<file path="config.mk">
export PLATFORM = sky130hd
export DESIGN_NAME = mag_sample_dedup_qualifier
export DESIGN_NICKNAME = d
export VERILOG_FILES = /design/src/rtl/core/msdq_pkg.sv /design/src/rtl/core/mag_sample_dedup_qualifier.sv /design/src/rtl/core/msdq_scale.sv /design/src/rtl/core/msdq_track.sv
export VERILOG_INCLUDE_DIRS = /design/src /design/src/rtl/core
export SDC_FILE = /design/constraint.sdc
export NUM_CORES = 2
export LEC_CHECK = 0
export ABC_AREA = 1
export BUFFER_PORTS_ARGS = -buffer_cell sky130_fd_sc_hd__buf_2
export CAP_MARGIN = 20
export CORE_ASPECT_RATIO = 1.5
export CORE_MARGIN = 4
export CORE_UTILIZATION = 58
export DETAILED_ROUTE_END_ITERATION = 8
export PLACE_DENSITY = 0.91
export SLEW_MARGIN = 20
export SYNTH_ARGS = -nofsm -noshare
export SYNTH_HDL_FRONTEND = slang
export SYNTH_SLANG_ARGS = --single-unit
</file>
<file path="constraint.sdc">
create_clock -name clk -period 5.2 [get_ports clk]
set_clock_uncertainty 0.1 [all_clocks]
set_input_delay 0.52 -clock clk [delete_from_list [all_inputs] [get_ports clk]]
set_output_delay 0.52 -clock clk [all_outputs]
set_load 0.01 [all_outputs]
</file>
<file path="src/rtl/core/mag_sample_dedup_qualifier_defines.svh">
// Assertion helpers for the RTL that checks itself.
`ifndef MAG_SAMPLE_DEDUP_QUALIFIER_DEFINES_SVH
`define MAG_SAMPLE_DEDUP_QUALIFIER_DEFINES_SVH

// Same-cycle implication, sampled on clk, off while in reset.
`define MSDQ_ASSERT_NOW(lbl, ante, cons, msg) \
	lbl: assert property (@(posedge clk) disable iff (!arst_n) (ante) |-> (cons)) \
		else $error(msg);

// Next-cycle implication, sampled on clk, off while in reset.
`define MSDQ_ASSERT_NEXT(lbl, ante, cons, msg) \
	lbl: assert property (@(posedge clk) disable iff (!arst_n) (ante) |=> (cons)) \
		else $error(msg);

`endif

</file>
<file path="src/rtl/core/msdq_pkg.sv">
package msdq_pkg;

	localparam int unsigned RAW_W    = 16;
	localparam int unsigned FIELD_W  = 21;
	localparam int unsigned TIME_W   = 32;
	localparam int unsigned PERIOD_W = 10;
	localparam int unsigned THRESH_W = PERIOD_W + 1;
	localparam int unsigned XYZ_W    = 3 * RAW_W;

	// gauss scale: field = (raw * SCALE_MUL) >>> SCALE_SHIFT
	localparam logic signed [RAW_W-1:0] SCALE_MUL   = 16'sd22370;
	localparam int unsigned             SCALE_SHIFT = 10;

	// period / 10 as (period * DIV10_MUL) >> DIV10_SHIFT, exact below 1029
	localparam logic [7:0]  DIV10_MUL   = 8'd205;
	localparam int unsigned DIV10_SHIFT = 11;

	localparam logic [PERIOD_W-1:0] PERIOD_RST = 10'd50;
	localparam logic [THRESH_W-1:0] THRESH_RST = 11'd55;
	localparam logic [THRESH_W-1:0] TWICE_RST  = 11'd100;

	localparam logic CFG_PERIOD = 1'b0;
	localparam logic CFG_CHECK  = 1'b1;

	typedef enum logic [1:0] {
		RSN_OK        = 2'd0,
		RSN_NOT_READY = 2'd1,
		RSN_OVERFLOW  = 2'd2,
		RSN_DUPLICATE = 2'd3
	} msdq_reason_t;

	typedef struct packed {
		logic                data_ready;
		logic                overflow;
		logic                oneshot;
		logic [XYZ_W-1:0]    xyz;
		logic [TIME_W-1:0]   now;
		logic [TIME_W-1:0]   now_minus_p;
	} msdq_smp_t;

	typedef struct packed {
		logic [PERIOD_W-1:0] period;
		logic [THRESH_W-1:0] thresh;
		logic [THRESH_W-1:0] twice;
		logic                check_status;
		logic                clear_valid;
	} msdq_cfg_t;

endpackage

</file>
<file path="src/rtl/core/mag_sample_dedup_qualifier.sv">
// Magnetometer sample qualifier with duplicate suppression.
// Input channel (in_valid / in_stall): one sample item with status bits,
// one-shot flag, three signed raw axes and a millisecond timestamp.
// Output channel (out_valid / out_stall): one result item per sample:
// accepted, reject_reason and the three axes in gauss, Q.16 (zero on reject).
// Config channel (cfg_valid / cfg_ready, always ready): index 0 writes the
// period in ms and clears the stored-sample mark, index 1 writes check_status.
// Write config only while no item is in flight.
// An item taken is registered in the input register, judged and scaled from
// there, and its result is registered in the output register.
// Throughput: one item per cycle while the receiver takes results; an input
// register and an output register part the two sides, so an item is taken
// while a result waits. On a stall the result holds, an empty input register
// takes one more item, and in_stall then rises until the result is taken.
// Reset clears both pipeline stages, the stored sample, its valid mark and
// its time, and sets period 50 ms and check_status 1.
`include "mag_sample_dedup_qualifier_defines.svh"

module mag_sample_dedup_qualifier
	import msdq_pkg::*;
(
	input  logic                      clk,
	input  logic                      arst_n,

	input  logic                      in_valid,
	output logic                      in_stall,
	input  logic                      data_ready,
	input  logic                      overflow,
	input  logic                      oneshot,
	input  logic signed [RAW_W-1:0]   raw_x,
	input  logic signed [RAW_W-1:0]   raw_y,
	input  logic signed [RAW_W-1:0]   raw_z,
	input  logic [TIME_W-1:0]         now_ms,

	output logic                      out_valid,
	input  logic                      out_stall,
	output logic                      accepted,
	output logic [1:0]                reject_reason,
	output logic signed [FIELD_W-1:0] field_x,
	output logic signed [FIELD_W-1:0] field_y,
	output logic signed [FIELD_W-1:0] field_z,

	input  logic                      cfg_valid,
	output logic                      cfg_ready,
	input  logic                      cfg_index,
	input  logic [PERIOD_W-1:0]       cfg_data
);

	logic [PERIOD_W-1:0] period_q;
	logic [THRESH_W-1:0] thresh_q;
	logic [THRESH_W-1:0] twice_q;
	logic                check_q;
	logic                clear_q;
	logic [17:0]         div10_prod;

	msdq_cfg_t           cfg;
	msdq_smp_t           smp_s1;
	logic                valid_s1;
	logic                adv;
	msdq_reason_t        reason;
	logic signed [FIELD_W-1:0] fx;
	logic signed [FIELD_W-1:0] fy;
	logic signed [FIELD_W-1:0] fz;

	logic                      valid_s2;
	logic                      accepted_s2;
	logic [1:0]                reason_s2;
	logic signed [FIELD_W-1:0] fx_s2;
	logic signed [FIELD_W-1:0] fy_s2;
	logic signed [FIELD_W-1:0] fz_s2;

	assign cfg_ready  = 1'b1;
	assign div10_prod = 18'(cfg_data) * 18'(DIV10_MUL);

	// register the config; precompute the duplicate threshold and snap limit on a period write
	always_ff @(posedge clk or negedge arst_n) begin
		if (!arst_n) begin
			period_q <= PERIOD_RST;
			thresh_q <= THRESH_RST;
			twice_q  <= TWICE_RST;
			check_q  <= 1'b1;
			clear_q  <= 1'b0;
		end else begin
			clear_q <= 1'b0;
			if (cfg_valid && cfg_ready) begin
				unique case (cfg_index)
					CFG_PERIOD: begin
						period_q <= cfg_data;
						thresh_q <= THRESH_W'(cfg_data)
							+ THRESH_W'(div10_prod >> DIV10_SHIFT);
						twice_q  <= {cfg_data, 1'b0};
						clear_q  <= 1'b1;
					end
					CFG_CHECK: begin
						check_q <= cfg_data[0];
					end
				endcase
			end
		end
	end

	assign cfg.period       = period_q;
	assign cfg.thresh       = thresh_q;
	assign cfg.twice        = twice_q;
	assign cfg.check_status = check_q;
	assign cfg.clear_valid  = clear_q;

	assign adv      = !valid_s2 || !out_stall;
	assign in_stall = valid_s1 && !adv;

	always_ff @(posedge clk or negedge arst_n) begin
		if (!arst_n)
			valid_s1 <= 1'b0;
		else if (!in_stall)
			valid_s1 <= in_valid;
	end

	always_ff @(posedge clk) begin
		if (!in_stall && in_valid) begin
			smp_s1.data_ready  <= data_ready;
			smp_s1.overflow    <= overflow;
			smp_s1.oneshot     <= oneshot;
			smp_s1.xyz         <= {raw_z, raw_y, raw_x};
			smp_s1.now         <= now_ms;
			smp_s1.now_minus_p <= now_ms - TIME_W'(period_q);
		end
	end

	msdq_track u_track (
		.clk    (clk),
		.arst_n (arst_n),
		.cfg    (cfg),
		.step   (valid_s1 && adv),
		.smp    (smp_s1),
		.reason (reason)
	);

	msdq_scale u_scale_x (.raw(smp_s1.xyz[0 +: RAW_W]),       .field(fx));
	msdq_scale u_scale_y (.raw(smp_s1.xyz[RAW_W +: RAW_W]),   .field(fy));
	msdq_scale u_scale_z (.raw(smp_s1.xyz[2*RAW_W +: RAW_W]), .field(fz));

	always_ff @(posedge clk or negedge arst_n) begin
		if (!arst_n)
			valid_s2 <= 1'b0;
		else if (adv)
			valid_s2 <= valid_s1;
	end

	// register the verdict and the fields, zeroing the fields of a rejected item
	always_ff @(posedge clk) begin
		if (adv && valid_s1) begin
			accepted_s2 <= (reason == RSN_OK);
			reason_s2   <= reason;
			fx_s2       <= (reason == RSN_OK) ? fx : '0;
			fy_s2       <= (reason == RSN_OK) ? fy : '0;
			fz_s2       <= (reason == RSN_OK) ? fz : '0;
		end
	end

	assign out_valid     = valid_s2;
	assign accepted      = accepted_s2;
	assign reject_reason = reason_s2;
	assign field_x       = fx_s2;
	assign field_y       = fy_s2;
	assign field_z       = fz_s2;

	`MSDQ_ASSERT_NOW(a_stall_only_when_full, in_stall,
		valid_s1 && out_valid && out_stall, "input stalled without a blocked result")
	`MSDQ_ASSERT_NOW(a_accept_matches_reason, out_valid,
		accepted == (reject_reason == RSN_OK), "accepted disagrees with reject_reason")
	`MSDQ_ASSERT_NOW(a_reject_zero_fields, out_valid && !accepted,
		field_x == '0 && field_y == '0 && field_z == '0, "rejected item has nonzero fields")
	`MSDQ_ASSERT_NEXT(a_period_write_clears, cfg_valid && cfg_ready && cfg_index == CFG_PERIOD,
		clear_q && thresh_q >= THRESH_W'(period_q), "period write did not update threshold")

endmodule

</file>
<file path="src/rtl/core/msdq_scale.sv">
module msdq_scale
	import msdq_pkg::*;
(
	input  logic signed [RAW_W-1:0]   raw,
	output logic signed [FIELD_W-1:0] field
);

	logic signed [2*RAW_W-1:0] prod;

	assign prod  = 32'(raw) * 32'(SCALE_MUL);
	// arithmetic shift: keep bits above the fraction, product fits in 31 bits
	assign field = prod[SCALE_SHIFT +: FIELD_W];

endmodule

</file>
<file path="src/rtl/core/msdq_track.sv">
module msdq_track
	import msdq_pkg::*;
(
	input  logic         clk,
	input  logic         arst_n,
	input  msdq_cfg_t    cfg,
	input  logic         step,
	input  msdq_smp_t    smp,
	output msdq_reason_t reason
);

	logic [XYZ_W-1:0]  stored_q;
	logic              valid_q;
	logic [TIME_W-1:0] time_q;

	msdq_reason_t      status;
	logic              same;
	logic [TIME_W-1:0] d;
	logic [TIME_W-1:0] lag;
	logic [TIME_W-1:0] next_time;

	always_comb begin
		status = RSN_OK;
		if (smp.oneshot) begin
			if (smp.overflow)
				status = RSN_OVERFLOW;
		end else if (cfg.check_status) begin
			if (!smp.data_ready)
				status = RSN_NOT_READY;
			else if (smp.overflow)
				status = RSN_OVERFLOW;
		end
	end

	assign same = valid_q && (smp.xyz == stored_q);
	assign d    = smp.now - time_q;
	// now minus the advanced time: (now - period) - time
	assign lag  = smp.now_minus_p - time_q;

	always_comb begin
		reason    = status;
		next_time = smp.now;
		if (status == RSN_OK && same) begin
			if (d < TIME_W'(cfg.thresh))
				reason = RSN_DUPLICATE;
			else if (lag > TIME_W'(cfg.twice))
				next_time = smp.now;
			else
				next_time = time_q + TIME_W'(cfg.period);
		end
	end

	always_ff @(posedge clk or negedge arst_n) begin
		if (!arst_n) begin
			stored_q <= '0;
			valid_q  <= 1'b0;
			time_q   <= '0;
		end else if (cfg.clear_valid) begin
			valid_q <= 1'b0;
		end else if (step && reason == RSN_OK) begin
			stored_q <= smp.xyz;
			valid_q  <= 1'b1;
			time_q   <= next_time;
		end
	end

endmodule

</file>
==> run summary <==
Status: finished, violations left
Violated checks: design-rule violations, negative setup slack
Placed Area: 36,600 sq um
Via count: 32,267
Total die area: 62,100 sq um
Top cells by area, synth: ha_1, fa_1, edfxtp_1, nand2_1, inv_1
Post-DP HPWL: 76,100 um
Delay-heaviest family, CP: adder cells
Die H: 303 um
Yosys warning count: 0
CP arrival: 6110 ps
Synth top area share: 18.1%
WP data required: 5320 ps
CP Class: reg2reg
Min Tclk post-route: 5990 ps
Clk root buf: clkbuf_16
Maximum clock path buffer count: 3
Largest net degree at the start of global routing: 125
First-pass DRT Iterations: 9
Inserted Clock Buffers: 34
Routed met2 length: 59,500 um
WL met3: 12,700 um
Bufs and invs on worst path: 5
Maxcap violations: 0
Setup ws final: -789 ps
CTS clk-pin slew, worst paths: 80 ps
Post-Syn Nets: 4,997
Yosys cell types: 56
Fmax: 167 MHz
Grt total ovfl: 0
CP max stage cell: nor2_1
Top Layer Used: met5
Worst slew margin: 28.3%
I/O Buffers: 166
Syn Area/Cell: 8.17 sq um
CTS tree: built
DR iter-0 viols: 3,315
Die Span X: 205 um
RePlAce Congestion: 1.03
Sequential-to-total area share from yosys stat: 24.0%
Fill count: 3,979
Row Count: 108
Core area: 57,700 sq um
Level count of the clock H-tree: 2
Worst Reg-to-Reg Cells: 17
Global-route wire length before repair: 158,000 um
Tightest Hold Check Type: in2reg
Post-synth EDFFs: 181
Area grow syn2layout: 19.2%
Initial antenna violation count: 5
Wire length per cell: 23.3 um
Slowest stage delay, CP: 810 ps
DRT antenna net count: 0
Clk sinks: 287
GRT Util Overall: 32.3%
Leading register cell type out of synthesis: edfxtp_1
Fin nets: 5,413
Fin. Hold Viols: 0
Gate Count Post-Synth: 4,127
Count leader, synth: nand2_1
Post-synth top cells: nand2_1, inv_1, ha_1, fa_1, nor2_1
Met1 WL: 37,500 um
Synth area leader: ha_1
Initial core utilization: 58.4%
Clock Latency Late Sink: 580 ps
Vias in the first global route: 31,373
RSZ-0062 raised after global routing: yes
Max-slew violations: 0
Cells on Worst Hold Path: 1
Layout cell share with drive strength beyond 1: 18.0%
Final wirelength: 124,000 um
Flops & latches, synth: 287
Critical Path Most Common Cell: fa_1
Final setup violation count: 48
Final Instance Area: 40,200 sq um
I/O pin cnt: 168
Worst-path cell chain: buf_4, ha_4, inv_1, fa_1, fa_1, fa_1, inv_1, fa_1, ha_4, ha_4, nand3_2, nand2_2, buf_4, buf_4, a21oi_4, xor2_1, nor2_1
Vias per inst: 6.04
Final Cycle Share: 115%
Number of remaining DRC errors: 25
Worst-path maximum fanout: 4
CP Launch Type: flop
Asr flop ratio synth: 36.9%
CP Capture Type: flop
Levels on crit path: 17
Post-Syn Area: 33,700 sq um
Actual slew at the worst max-slew pin: 1070 ps
-- logic make-up (layout without fill, tap and decap cells) --
logic type	Yosys count	in the layout	synth area share (%)
flops	287	287	24.0
xor+xnor	153	153	3.98
fa+ha+maj	771	771	34.9
simple gates	1545	1545	19.3
other cells	1	3	0.0111
buf+inv	1014	1455	11.7
compound gates	356	356	6.04
-- flip-flops by register name (all words and copies together), names as in the netlist --
register,count
smp_s1,115
u_track.stored_q,48
u_track.time_q,32
field_x,21
field_y,21
field_z,21
thresh_q,11
period_q,10
reject_reason,2
accepted,1
check_q,1
clear_q,1
out_valid,1
u_track.valid_q,1
valid_s1,1
-- metrics by stage --
step                      hold WS (ps)  setup TNS [ps]  setup slack, ps  std cells  utilization (%)
final                             20.1          -16910             -789       5340             69.6
after global routing              18.5          -19560             -872       5339             69.6
after CTS                         24.8           -27.0            -26.3       5294             66.5
after detailed placement           371           -3080             -401       5199             63.4
after global placement             356            -585             -182       5199             63.4
after floorplan                    124               0             42.7       4127                -
-- final cells by class --
cell class / count / area (sq um) / area share (%)
tap: 770 / 963 / 2.40
multi-input combinational: 2826 / 23400 / 58.3
clock inverter: 15 / 166 / 0.414
antenna: 2 / 5.00 / 0.0125
timing repair buffer: 419 / 2890 / 7.20
clock buffer: 46 / 970 / 2.41
sequential: 287 / 8100 / 20.2
inverter: 975 / 3660 / 9.12
-- layer usage --
metal	global-route usage, %	vias up
met1	32.7	14920
met2	59.6	2533
met4	24.3	8
li1	-	13726
met5	0	-
met3	4.88	1080
-- cell usage in the layout (no fill, tap or decap), types with 43 or more instances in the layout --
cell type | Yosys | layout
nand4_1 | 67 | 67
a21oi_1 | 166 | 120
xnor2_1 | 58 | 58
fa_1 | 284 | 272
xor2_1 | 95 | 95
buf_2 | 9 | 165
nand2_1 | 982 | 957
ha_1 | 487 | 399
nor2_1 | 239 | 224
nand2_2 | 30 | 43
buf_4 | 10 | 223
inv_1 | 970 | 939
nand3_1 | 120 | 112
edfxtp_1 | 181 | 181
ha_4 | 0 | 80
o21ai_0 | 90 | 70
dfrtp_1 | 97 | 97
-- path summary, 6_finish.rpt --
path	from	end	slack, ps
setup reg to reg	smp_s1[88]	field_y[5]	-790
setup / recovery	smp_s1[88]	field_y[5]	-790
max in group asynchronous	arst_n	thresh_q[5]	3450
hold reg to reg	u_track.stored_q[19]	u_track.stored_q[19]	390
min in group asynchronous	arst_n	period_q[0]	500
hold / removal	raw_y[5]	smp_s1[85]	20
-- worst register-to-register path, cell delays in order, from the launching register on --
cell and delay (ps):
edfxtp_1 430, buf_4 190, ha_4 290, inv_1 60
fa_1 570, fa_1 460, fa_1 510, inv_1 60
fa_1 640, ha_4 450, ha_4 240, nand3_2 180
nand2_2 120, buf_4 150, buf_4 140, a21oi_4 150
xor2_1 100, nor2_1 810
-- what timing repair did --
| item | 4_1_cts | 5_1_grt |
|---|---|---|
| setup buffers | 34 | 44 |
| resized for setup | 63 | 288 |
| endpoints found under the hold margin | 0 | 49 |
| setup endpoints to repair | 32 | 47 |
| pin swaps | 39 | 127 |
| hold buffers | 0 | 1 |
Power is left out: the tool's default activity adds up to more than one toggle a clock period on the data nets, which glitch-free logic cannot reach.
